File: src/sv/assert_macros.svh
// ----------------------------------------------------------------------------
// Assertion macros
// Shared concurrent assertion forms, compiled out for synthesis.
// ----------------------------------------------------------------------------
`ifndef ASSERT_MACROS_SVH
`define ASSERT_MACROS_SVH
`ifndef SYNTHESIS
`define LSTC_ASSERT(lbl, prop) \
	lbl: assert property (@(posedge clk) disable iff (!arst_n) (prop)) \
		else $error("assertion failed");
`define LSTC_ASSERT_IMP(lbl, ante, cons) \
	lbl: assert property (@(posedge clk) disable iff (!arst_n) (ante) |-> (cons)) \
		else $error("implication failed");
`else
`define LSTC_ASSERT(lbl, prop)
`define LSTC_ASSERT_IMP(lbl, ante, cons)
`endif
`endif

File: src/sv/lstc_pkg.sv
// ----------------------------------------------------------------------------
// lstc_pkg
// Constants and types for the LED strobe timer calculator.
// ----------------------------------------------------------------------------
package lstc_pkg;
	localparam int unsigned TIMER_CLOCK_HZ  = 170000000;
	localparam int unsigned TIMER_CLOCK_MHZ = 170;
	localparam int unsigned PRESCALER_SPAN  = 65536;

	// divider width: timer clock in Hz fits in 28 bits
	localparam int DIV_W = 28;
	localparam int CNT_W = 5;

	localparam logic [DIV_W-1:0] CLK_HZ_C   = DIV_W'(TIMER_CLOCK_HZ);
	localparam logic [DIV_W-1:0] PSC_NUM_C  = DIV_W'(TIMER_CLOCK_HZ / PRESCALER_SPAN);
	localparam logic [DIV_W-1:0] DUTY_C     = DIV_W'(100000);
	localparam logic [DIV_W-1:0] HALF45_C   = DIV_W'(225000);
	localparam logic [7:0]       MHZ_C      = 8'(TIMER_CLOCK_MHZ);
	localparam logic [15:0]      MAX16_C    = 16'hffff;

	localparam logic [15:0] MAX_ON_RST_C   = 16'd5000;
	localparam logic [15:0] MAX_RATE_RST_C = 16'd60;

	typedef enum logic [1:0] {
		REQ_MAIN   = 2'd0,
		REQ_RATE   = 2'd1,
		REQ_SECOND = 2'd2,
		REQ_BAD    = 2'd3
	} req_t;

	typedef enum logic [1:0] {
		ST_OK        = 2'd0,
		ST_INVALID   = 2'd1,
		ST_UNREACH   = 2'd2,
		ST_RSVD      = 2'd3
	} status_t;

	localparam logic CFG_MAX_ON   = 1'b0;
	localparam logic CFG_MAX_RATE = 1'b1;

	typedef enum logic [11:0] {
		S_IDLE   = 12'b0000_0000_0001,
		S_DISP   = 12'b0000_0000_0010,
		S_FMAX   = 12'b0000_0000_0100,
		S_LIM    = 12'b0000_0000_1000,
		S_PSC    = 12'b0000_0001_0000,
		S_MUL    = 12'b0000_0010_0000,
		S_ARR    = 12'b0000_0100_0000,
		S_CCR    = 12'b0000_1000_0000,
		S_LIM2   = 12'b0001_0000_0000,
		S_CCR2   = 12'b0010_0000_0000,
		S_COMMIT = 12'b0100_0000_0000,
		S_DONE   = 12'b1000_0000_0000
	} state_t;

	typedef struct packed {
		logic             start;
		logic [DIV_W-1:0] dividend;
		logic [DIV_W-1:0] divisor;
	} div_req_t;

	typedef struct packed {
		logic             done;
		logic             busy;
		logic [DIV_W-1:0] quotient;
	} div_rsp_t;

	function automatic logic [15:0] sat16(input logic [DIV_W-1:0] v);
		return (|v[DIV_W-1:16]) ? MAX16_C : v[15:0];
	endfunction
endpackage

File: src/sv/lstc_div.sv
// ----------------------------------------------------------------------------
// lstc_div
// Restoring radix-2 unsigned divider, one quotient bit per cycle.
// ----------------------------------------------------------------------------
module lstc_div (
	input  logic              clk,
	input  logic              arst_n,
	input  lstc_pkg::div_req_t req,
	output lstc_pkg::div_rsp_t rsp
);
	import lstc_pkg::*;

	logic             busy_q;
	logic             done_q;
	logic [CNT_W-1:0] cnt_q;
	logic [DIV_W-1:0] rem_q;
	logic [DIV_W-1:0] quo_q;
	logic [DIV_W-1:0] den_q;
	logic [DIV_W:0]   shifted;
	logic [DIV_W+1:0] diff;

	assign shifted = {rem_q, quo_q[DIV_W-1]};
	assign diff    = {1'b0, shifted} - {2'b00, den_q};

	always_ff @(posedge clk or negedge arst_n) begin
		if (!arst_n) begin
			busy_q <= 1'b0;
			done_q <= 1'b0;
			cnt_q  <= '0;
		end else begin
			done_q <= 1'b0;
			if (req.start) begin
				busy_q <= 1'b1;
				cnt_q  <= '0;
			end else if (busy_q) begin
				cnt_q <= cnt_q + CNT_W'(1);
				if (cnt_q == CNT_W'(DIV_W - 1)) begin
					busy_q <= 1'b0;
					done_q <= 1'b1;
				end
			end
		end
	end

	always_ff @(posedge clk) begin
		if (req.start) begin
			quo_q <= req.dividend;
			rem_q <= '0;
			den_q <= req.divisor;
		end else if (busy_q) begin
			rem_q <= diff[DIV_W+1] ? shifted[DIV_W-1:0] : diff[DIV_W-1:0];
			quo_q <= {quo_q[DIV_W-2:0], ~diff[DIV_W+1]};
		end
	end

	assign rsp.done     = done_q;
	assign rsp.busy     = busy_q;
	assign rsp.quotient = quo_q;
endmodule

File: src/sv/led_strobe_timer_calc.sv
// ----------------------------------------------------------------------------
// led_strobe_timer_calc
// LED strobe timer record: prescaler, period and compare values from requests.
// ----------------------------------------------------------------------------
// Sequencing: requests needing no division go from S_DISP straight to S_DONE, and a
//   frame rate change runs up to six 28-bit divisions on the shared divider.
// One request at a time: s_tready is high only in S_IDLE, which is entered together
//   with m_tvalid going high; S_DONE holds while the result register is still full.
// Reset: arst_n clears the record and the sequencer, loads max_on_time_us=5000
//   and max_frame_rate=60.
`include "assert_macros.svh"
module led_strobe_timer_calc (
	input  logic        clk,
	input  logic        arst_n,
	// request channel
	input  logic        s_tvalid,
	output logic        s_tready,
	input  logic [31:0] s_tdata,  // [31:0] request_value
	input  logic [1:0]  s_tuser,  // [1:0] req_type
	// result channel
	output logic        m_tvalid,
	input  logic        m_tready,
	output logic [87:0] m_tdata,  // status, frame_rate_out, prescaler_out, period_out,
	                              // compare_main_out, compare_second_out, zero pad
	// configuration
	input  logic        cfg_we,
	input  logic        cfg_index,
	input  logic [15:0] cfg_data
);
	import lstc_pkg::*;

	// config registers
	logic [15:0] max_on_q, max_rate_q;

	// timer record
	logic [15:0] frame_rate_q;
	logic [11:0] prescaler_q;   // never exceeds 2593
	logic [15:0] period_q;
	logic [15:0] cmp_main_q;
	logic [15:0] cmp_second_q;
	logic [15:0] on_main_q;
	logic [31:0] on_second_q;

	// transaction working set
	state_t      state_q;
	req_t        typ_q;
	logic [31:0] val_q;
	logic [15:0] rate_q;        // frame rate used for this transaction
	logic [16:0] fmax_q;
	logic [11:0] psc_w_q;
	logic [27:0] prod_q;
	logic [15:0] arr_w_q;
	logic [15:0] ccr_w_q;
	logic [15:0] ccr2_w_q;
	logic [17:0] lim2_q;
	status_t     st_q;
	logic        launched_q;

	logic        m_tvalid_q;
	logic [87:0] m_tdata_q;

	div_req_t    dreq;
	div_rsp_t    drsp;
	logic        div_state;
	logic [15:0] on_eff;
	logic [17:0] on2_clamp;
	logic [12:0] psc_p1;
	logic [27:0] q;
	logic [16:0] lim;

	lstc_div u_div (
		.clk    (clk),
		.arst_n (arst_n),
		.req    (dreq),
		.rsp    (drsp)
	);

	assign q      = drsp.quotient;
	assign psc_p1 = {1'b0, psc_w_q} + 13'd1;
	assign on_eff = (typ_q == REQ_MAIN) ? val_q[15:0] : on_main_q;
	// second LED on-time clamped at 45% of the half period
	assign on2_clamp = (on_second_q < {14'd0, lim2_q}) ? on_second_q[17:0] : lim2_q;
	// duty limit capped by the largest on-time
	assign lim = (q[16:0] > {1'b0, max_on_q}) ? {1'b0, max_on_q} : q[16:0];

	assign div_state = (state_q == S_FMAX) || (state_q == S_LIM) || (state_q == S_PSC) ||
		(state_q == S_ARR) || (state_q == S_CCR) || (state_q == S_LIM2) ||
		(state_q == S_CCR2);

	// divider operand select, one division per state
	always_comb begin
		dreq.start    = div_state && !launched_q;
		dreq.dividend = '0;
		dreq.divisor  = 28'd1;
		case (state_q)
			S_FMAX: begin
				dreq.dividend = DUTY_C;
				dreq.divisor  = {12'd0, val_q[15:0]};
			end
			S_LIM: begin
				dreq.dividend = DUTY_C;
				dreq.divisor  = {12'd0, rate_q};
			end
			S_PSC: begin
				dreq.dividend = PSC_NUM_C;
				dreq.divisor  = (typ_q == REQ_MAIN && prescaler_q != 12'd0) ?
					{11'd0, fmax_q} : {12'd0, rate_q};
			end
			S_ARR: begin
				dreq.dividend = CLK_HZ_C;
				dreq.divisor  = prod_q;
			end
			S_CCR: begin
				dreq.dividend = {12'd0, on_eff} * {20'd0, MHZ_C};
				dreq.divisor  = {15'd0, psc_p1};
			end
			S_LIM2: begin
				dreq.dividend = HALF45_C;
				dreq.divisor  = {12'd0, rate_q};
			end
			S_CCR2: begin
				dreq.dividend = {10'd0, on2_clamp} * {20'd0, MHZ_C};
				dreq.divisor  = {15'd0, psc_p1};
			end
			default: begin
				dreq.dividend = '0;
				dreq.divisor  = 28'd1;
			end
		endcase
	end

	assign s_tready = (state_q == S_IDLE);

	// config writes
	always_ff @(posedge clk or negedge arst_n) begin
		if (!arst_n) begin
			max_on_q   <= MAX_ON_RST_C;
			max_rate_q <= MAX_RATE_RST_C;
		end else if (cfg_we) begin
			case (cfg_index)
				CFG_MAX_ON:   max_on_q   <= cfg_data;
				CFG_MAX_RATE: max_rate_q <= cfg_data;
				default: ;
			endcase
		end
	end

	// sequencer and record
	always_ff @(posedge clk or negedge arst_n) begin
		if (!arst_n) begin
			state_q      <= S_IDLE;
			launched_q   <= 1'b0;
			st_q         <= ST_OK;
			frame_rate_q <= '0;
			prescaler_q  <= '0;
			period_q     <= '0;
			cmp_main_q   <= '0;
			cmp_second_q <= '0;
			on_main_q    <= '0;
			on_second_q  <= '0;
			m_tvalid_q   <= 1'b0;
		end else begin
			if (m_tvalid_q && m_tready)
				m_tvalid_q <= 1'b0;
			if (dreq.start)
				launched_q <= 1'b1;
			if (drsp.done)
				launched_q <= 1'b0;

			case (state_q)
				S_IDLE: begin
					if (s_tvalid)
						state_q <= S_DISP;
				end
				S_DISP: begin
					st_q    <= ST_OK;
					state_q <= S_DONE;
					case (typ_q)
						REQ_MAIN: begin
							if (val_q == 32'd0) begin
								cmp_main_q <= '0;
								on_main_q  <= '0;
							end else if (val_q > {16'd0, max_on_q}) begin
								st_q <= ST_INVALID;
							end else if (frame_rate_q == 16'd0) begin
								on_main_q <= val_q[15:0];
							end else begin
								rate_q  <= frame_rate_q;
								state_q <= S_FMAX;
							end
						end
						REQ_RATE: begin
							if (val_q == 32'd0) begin
								frame_rate_q <= '0;
								prescaler_q  <= '0;
								period_q     <= '0;
								cmp_main_q   <= '0;
								cmp_second_q <= '0;
							end else if (val_q > {16'd0, max_rate_q}) begin
								st_q <= ST_INVALID;
							end else if (on_main_q == 16'd0 && on_second_q == 32'd0) begin
								frame_rate_q <= val_q[15:0];
							end else begin
								rate_q  <= val_q[15:0];
								state_q <= (on_main_q != 16'd0) ? S_LIM : S_PSC;
							end
						end
						REQ_SECOND: begin
							on_second_q <= val_q;
							if (frame_rate_q != 16'd0) begin
								rate_q  <= frame_rate_q;
								state_q <= S_PSC;
							end
						end
						default: st_q <= ST_INVALID;
					endcase
				end
				S_FMAX: begin
					if (drsp.done) begin
						fmax_q <= q[16:0];
						if (q[16:0] < {1'b0, rate_q}) begin
							st_q    <= ST_INVALID;
							state_q <= S_DONE;
						end else begin
							state_q <= S_PSC;
						end
					end
				end
				S_LIM: begin
					if (drsp.done) begin
						if (lim < {1'b0, on_main_q}) begin
							st_q    <= ST_INVALID;
							state_q <= S_DONE;
						end else begin
							state_q <= S_PSC;
						end
					end
				end
				S_PSC: begin
					if (drsp.done) begin
						// a main on-time change never lowers the prescaler
						if (typ_q == REQ_MAIN && prescaler_q > q[11:0])
							psc_w_q <= prescaler_q;
						else
							psc_w_q <= q[11:0];
						state_q <= S_MUL;
					end
				end
				S_MUL: begin
					prod_q  <= {15'd0, psc_p1} * {12'd0, rate_q};
					state_q <= S_ARR;
				end
				S_ARR: begin
					if (drsp.done) begin
						arr_w_q <= sat16(q);
						if (typ_q == REQ_MAIN) begin
							if (|q[27:16]) begin
								st_q    <= ST_UNREACH;
								state_q <= S_DONE;
							end else begin
								state_q <= S_CCR;
							end
						end else if (typ_q == REQ_RATE && on_main_q != 16'd0) begin
							state_q <= S_CCR;
						end else begin
							state_q <= S_LIM2;
						end
					end
				end
				S_CCR: begin
					if (drsp.done) begin
						ccr_w_q <= (q == 28'd0) ? 16'd1 : sat16(q);
						if (typ_q == REQ_RATE && on_second_q != 32'd0)
							state_q <= S_LIM2;
						else
							state_q <= S_COMMIT;
					end
				end
				S_LIM2: begin
					if (drsp.done) begin
						lim2_q  <= q[17:0];
						state_q <= S_CCR2;
					end
				end
				S_CCR2: begin
					if (drsp.done) begin
						ccr2_w_q <= sat16(q);
						state_q  <= S_COMMIT;
					end
				end
				S_COMMIT: begin
					prescaler_q <= psc_w_q;
					period_q    <= arr_w_q;
					case (typ_q)
						REQ_MAIN: begin
							on_main_q  <= val_q[15:0];
							cmp_main_q <= ccr_w_q;
						end
						REQ_RATE: begin
							frame_rate_q <= rate_q;
							if (on_main_q != 16'd0)
								cmp_main_q <= ccr_w_q;
							if (on_second_q != 32'd0)
								cmp_second_q <= ccr2_w_q;
						end
						default: cmp_second_q <= ccr2_w_q;
					endcase
					state_q <= S_DONE;
				end
				S_DONE: begin
					// hold until the result register is free
					if (!m_tvalid_q || m_tready) begin
						m_tvalid_q <= 1'b1;
						state_q    <= S_IDLE;
					end
				end
				default: state_q <= S_IDLE;
			endcase
		end
	end

	// request capture and result payload
	always_ff @(posedge clk) begin
		if (s_tvalid && s_tready) begin
			typ_q <= req_t'(s_tuser);
			val_q <= s_tdata;
		end
		if (state_q == S_DONE && (!m_tvalid_q || m_tready))
			m_tdata_q <= {6'd0, cmp_second_q, cmp_main_q, period_q, 4'd0, prescaler_q,
				frame_rate_q, st_q};
	end

	assign m_tvalid = m_tvalid_q;
	assign m_tdata  = m_tdata_q;

	`LSTC_ASSERT_IMP(a_start_idle_div, dreq.start, !drsp.busy)
	`LSTC_ASSERT_IMP(a_accept_disp, s_tvalid && s_tready, ##1 state_q == S_DISP)
	`LSTC_ASSERT(a_psc_range, prescaler_q <= 12'd2593)
	`LSTC_ASSERT_IMP(a_done_in_div, drsp.done, div_state && launched_q)
endmodule

File: config.mk
export PLATFORM = sky130hd
export DESIGN_NAME = led_strobe_timer_calc
export DESIGN_NICKNAME = d
export VERILOG_FILES = /design/src/sv/lstc_pkg.sv /design/src/sv/lstc_div.sv /design/src/sv/led_strobe_timer_calc.sv
export VERILOG_INCLUDE_DIRS = /design/src /design/src/sv
export SDC_FILE = /design/constraint.sdc
export NUM_CORES = 2
export LEC_CHECK = 0
export CORE_ASPECT_RATIO = 1.75
export CORE_MARGIN = 5
export CORE_UTILIZATION = 65
export DETAILED_ROUTE_END_ITERATION = 12
export DONT_BUFFER_PORTS = 1
export PLACE_DENSITY = 0.81
export SLEW_MARGIN = 0
export SYNTH_ARGS = -nofsm -noshare
export SYNTH_HDL_FRONTEND = slang
export SYNTH_SLANG_ARGS = --single-unit
export TNS_END_PERCENT = 50
File: constraint.sdc
create_clock -name clk -period 11 [get_ports clk]
set_input_delay 1.1 -clock clk [delete_from_list [all_inputs] [get_ports clk]]
set_output_delay 1.1 -clock clk [all_outputs]
set_load 0.02 [all_outputs]
After elaboration in Yosys (flattened, before gate mapping) --
Index checks and enable logic that the tools add are counted.
Storage, ports and cells: register bits 514, input bits 56
Cells by class: add/subtract/negate cells 3, multiply operators 3, $lt $le $gt $ge 7, eq/ne operators 48, muxes and demuxes 93, bitwise operators 2, reductions and logical operators 53
Operator list (number):
- $pmux 56 s7 | 1
- $mux 16 | 23
- $mux 12 | 23
- $pmux 16 s2 | 7
- $pmux 12 s12 | 1
- $mux 28 | 3
- $gt 32x16->1 | 2
- $logic_not 32->1 | 2
- $pmux 16 s3 | 1
- $pmux 12 s3 | 1
- $lt 17x16->1 | 2
- $mux 17 | 2
- $logic_not 16->1 | 2
- $lt 32x18->1 | 1
- $reduce_bool 16->1 | 2
- $reduce_bool 32->1 | 1
- $ne 2x2->1 const B | 15
- $sub 29x28->30 | 1
- $logic_not 28->1 | 1
- $mul 13x16->28 | 1
- $mul 18x7->25 const B | 1
- $pmux 12 s2 | 1
- $mul 16x7->23 const B | 1
- $ne 2x1->1 const B | 11
- other kinds (46) | 103

Logic depth before layout (Yosys ltp) --
depth in word-level cells 10, depth in mapped cells 31, mapped depth without buffers 29

Hierarchy --
Synthesis repeated with hierarchy kept, for this count alone.
Second synthesis, totals: cells, all modules 3371, area total of the unflattened synthesis 35953.2 um^2
By module, submodules not included:
- led_strobe_timer_calc | instances 1, cells an instance 2862, area an instance 30636.9 um^2, seq. area each 11853.9 um^2
- lstc_div | instances 1, cells an instance 509, area an instance 5316.3 um^2, seq. area each 2417.3 um^2

Worst setup path after synthesis --
OpenSTA, ideal clock, no wires.
path type reg-to-reg, start point reg on_second_q[1], end point reg u_div.quo_q[24] (data pin), library setup time 145 ps, arrival 6561 ps, data required time 10855 ps, slack 4294 ps, cell stages (with the launch flop) 30, path buffers 2, clock period less this slack 6706 ps, cell sequence dfrtp_1 > ha_1 > a21o_1 > a21o_1 > a21o_1 > a21o_1 > a211o_1 > a21o_1 > clkbuf_1 > nand2_1 > clkbuf_1 > o21ai_0 > ha_1 > ha_1 > nand2_1 > nor3_1 > or3_1 > ha_1 > inv_1 > fa_1 > inv_1 > ha_1 > a21oi_1 > o21ai_0 > or4_1 > o21ai_1 > o21ai_1 > a2111oi_0 > a41oi_1 > o21ai_1
Between the ends: longest elaborated chain between the ends 5
Ends and longest elaborated chain:
- start, declared | line led_strobe_timer_calc.sv:42 | logic [31:0] on_second_q;
- start signal, assigned | line led_strobe_timer_calc.sv:209 | on_second_q <= val_q;
- $lt 32x18->1 | line led_strobe_timer_calc.sv:82 | assign on2_clamp = (on_second_q < {14'd0, lim2_q}) ? on_second_q[17:0] : lim2_q;
- $mux 18 * | line led_strobe_timer_calc.sv:82
- $mul 18x7->25 * | line led_strobe_timer_calc.sv:122 | dreq.dividend = {10'd0, on2_clamp} * {20'd0, MHZ_C};
- $pmux 56 s7 * | line led_strobe_timer_calc.sv:95 | case (state_q)
- $mux 28 * | line lstc_div.sv:46 | if (req.start) begin
- end signal, assigned | line lstc_div.sv:47 | quo_q <= req.dividend;
- end signal, assigned | line lstc_div.sv:52 | quo_q <= {quo_q[DIV_W-2:0], ~diff[DIV_W+1]};
- end, declared | line lstc_div.sv:17 | logic [DIV_W-1:0] quo_q;
Every way passes the cells marked *; elsewhere a longest branch is shown, timed or not. A chain may end at the register's enable or synchronous reset.

Worst setup path after layout --
start point reg on_second_q[21], end point reg u_div.quo_q[25] (data pin)
Between the ends: longest elaborated chain between the ends 5
Ends and longest elaborated chain (line):
- $lt 32x18->1 | led_strobe_timer_calc.sv:82
- $mux 18 | led_strobe_timer_calc.sv:82
- $mul 18x7->25 | led_strobe_timer_calc.sv:122
- $pmux 56 s7 | led_strobe_timer_calc.sv:95
- $mux 28 | lstc_div.sv:46
No other way between the ends.

==> impl_metrics.env <==
export IMPL_status="finished clean"
export IMPL_drt_drc_violations_left=0
export IMPL_finalCritPeriodShare_pct=72.3
export IMPL_mostFrequentLayoutCells="459 x inv_1, 358 x nand2_1, 330 x ha_1"
export IMPL_seq_area_frac_synth_pct=40.0
export IMPL_synth_ff_type="edfxtp_1"
export IMPL_ys_top_cells_by_area="edfxtp_1 26%, dfrtp_1 12%, ha_1 12%"
export IMPL_cp_required_ns=11.34
export IMPL_cts_setup_buffers=0
export IMPL_avgViaCountPerCell=6.59
export IMPL_synth_xor_area_share_pct=2.26
export IMPL_critPathCaptureType="flop"
export IMPL_die_x_um=187
export IMPL_nets=3996
export IMPL_layout_commonest_cell="inv_1"
export IMPL_vias=27266
export IMPL_rows=113
export IMPL_async_reset_ff_share_pct=34.8
export IMPL_yosysTopAreaCell="edfxtp_1"
export IMPL_finalHoldViolCount=0
export IMPL_dr_pass1_iters=8
export IMPL_setup_viol=0
export IMPL_hold_buffers=0
export IMPL_track_usage_pct=37.6
export IMPL_path_clk_slew_ns=0.07
export IMPL_grt_pass1_vias=28388
export IMPL_start_kind="flop"
export IMPL_ys_types=95
export IMPL_synth_edf_count=307
export IMPL_syn_to_final_growth_pct=7.66
export IMPL_slew_headroom_pct=19.0
export IMPL_powerDensity_nw_per_um2=205
export IMPL_ys_warn_count=0
export IMPL_syn_inst=3402
export IMPL_r2r_cells=26
export IMPL_ios=146
export IMPL_detail_route_antenna_nets=0
export IMPL_finalMaxSlewViolations=0
export IMPL_drt_initial_drc_count=2581
export IMPL_synth_top_cell_area_share_pct=25.8
export IMPL_rsz0062_at_grt="false"
export IMPL_tightest_slew_ns=1.21
export IMPL_ir_worst_vdd_mv=0.153
export IMPL_critPathArrivalTime_ns=8.29
export IMPL_fmax_mhz=126
export IMPL_grt_pass1_wl_um=169000
export IMPL_initial_utilization_pct=65.7
export IMPL_clock_latency_ns=0.63
export IMPL_fp_dieArea_um2=59900
export IMPL_gp_congestion=1.04
export IMPL_die_h_um=320
export IMPL_cts_root_buf="clkbuf_16"
export IMPL_multiInputGateArea_um2=19200
export IMPL_cts_resized=0
export IMPL_drive_gt1_share_pct=9.22
export IMPL_routed_wl_um=113000
export IMPL_cts_tree="done"
export IMPL_grt_max_degree=183
export IMPL_synth_area_mux_share_pct=4.68
export IMPL_wl_per_cell_um=27.3
export IMPL_synthAdderAreaFrac_pct=22.9
export IMPL_h_tree_depth=2
export IMPL_max_clock_path_buffers=3
export IMPL_cts_sinks=514
export IMPL_maxCapViolations=0
export IMPL_synth_top_family_by_area="adder cells"
export IMPL_fin_skew_ns=0.0464
export IMPL_synth_simple_area_share_pct=12.4
export IMPL_hold_path_class="input port to async pin"
export IMPL_post_dp_hpwl_um=86900
export IMPL_synth_seq_cells=514
export IMPL_core_um2=54300
export IMPL_cts_buffers=48
export IMPL_period_needed_ns=7.95
export IMPL_critPathKind="flop to flop"
export IMPL_gr_total_overflow=0
export IMPL_total_power_w=0.00788
export IMPL_numPortBuffers=0
export IMPL_fin_setup_tns_ns=0
export IMPL_p_leak_nw=17.3
export IMPL_synthesis_area_um2=35700
export IMPL_synth_compound_area_share_pct=11.3
export IMPL_syn_avg_cell_area_um2=10.5
export IMPL_crit_fanout=32
export IMPL_nFillCells=3966
export IMPL_antenna_found_initial=4
export IMPL_ff_latch_area_um2=14300
==> report_power, final <==
group	internal (W)	leakage, nW	total (W)	switching [W]
combinational	0.00128	11.3	0.00336	0.00207
sequential	0.00241	5.13	0.00272	0.000306
clock	0.00101	0.815	0.00181	0.000794
==> synthesized netlist by cell type (39+ instances only) <==
cell and count:
inv_1 459, nor3_1 43, o21ai_0 149, nor2_1 152
ha_1 330, nand4_1 60, a22o_1 48, dfrtp_1 169
a21oi_1 145, fa_1 202, and2_1 39, clkbuf_1 101
mux2_2 95, nor4_1 47, nand3_1 41, edfxtp_1 307
xnor2_1 64, nand2_1 358, a21o_1 78
==> final timing paths <==
check                            startpoint  slack (ns)         endpoint
max                         on_second_q[21]        3.05  u_div.quo_q[25]
min                                  arst_n        0.16   prescaler_q[5]
max reg2reg                 on_second_q[21]        3.05  u_div.quo_q[25]
min reg2reg                cmp_second_q[14]        0.45      m_tdata[80]
max in group asynchronous            arst_n       10.48   u_div.cnt_q[2]
min in group clk           cmp_second_q[14]        0.45      m_tdata[80]
==> state kept, by name, indices dropped and copies added (netlist names), 17 cells and up <==
name / flops
fmax_q: 17
lim2_q: 18
m_tdata: 78
on_second_q: 32
prod_q: 28
u_div.den_q: 28
u_div.quo_q: 28
u_div.rem_q: 28
val_q: 32
==> routing by layer <==
metal	vias up	global-route usage, %	share of wire [%]
met2	1583	63.5	49
met3	540	8.06	8.8
li1	11839	-	-
met1	13298	39.8	32
met4	6	32.1	11
met5	-	0	0.041
==> cell type report <==
type,instances,share of cell area [%]
multi-input combinational,2305,50.1
clock buffer,57,3.30
clock inverter,33,1.17
inverter,460,4.50
tap,690,2.25
antenna,2,0.0130
timing repair buffer,79,1.54
sequential,514,37.2
==> critical path, cell delays in order (launching register included) <==
cell and delay, ns:
dfrtp_1 0.38, nor4_1 0.71, nand4_1 0.26, a211oi_1 0.63
nand2_1 0.17, a21o_1 0.30, nand2_1 0.10, buf_4 0.31
o21ai_0 0.36, ha_1 0.42, ha_1 0.34, nand2_1 0.08
nor3_1 0.05, or3_1 0.36, ha_1 0.28, inv_1 0.05
fa_1 0.51, inv_1 0.05, ha_1 0.35, a21oi_1 0.24
nand2_1 0.07, a41oi_1 0.34, o2111ai_1 0.23, a41oi_1 0.41
o21ai_0 0.19, xor2_1 0.34, o221ai_1 0.15
==> cells by family after synthesis <==
kind of cell	after synthesis
AND/OR/NAND/NOR	904
AO/OA/AOI/OAI	615
buffers and inverters	592
adder cells (fa/ha/maj)	532
flip-flops	514
multiplexers	152
XOR/XNOR	92
other	1
==> metrics by stage <==
| step | std cells | area [µm²] | setup WS (ns) | utilization [%] | hold slack [ns] |
|---|---|---|---|---|---|
| final | 4140 | 38400 | 3.05 | 70.7 | 0.158 |
| after global routing | 4138 | 38400 | 2.70 | 70.7 | 0.154 |
| after global placement | 4048 | 36700 | 3.36 | 67.6 | 0.424 |
| after detailed placement | 4048 | 36700 | 3.18 | 67.6 | 0.432 |
| after CTS | 4138 | 38400 | 3.18 | 70.7 | 0.143 |
| after floorplan | 3411 | 35700 | 4.29 | - | 0.418 |
No activity file was read; power rests on OpenSTA's default activity.
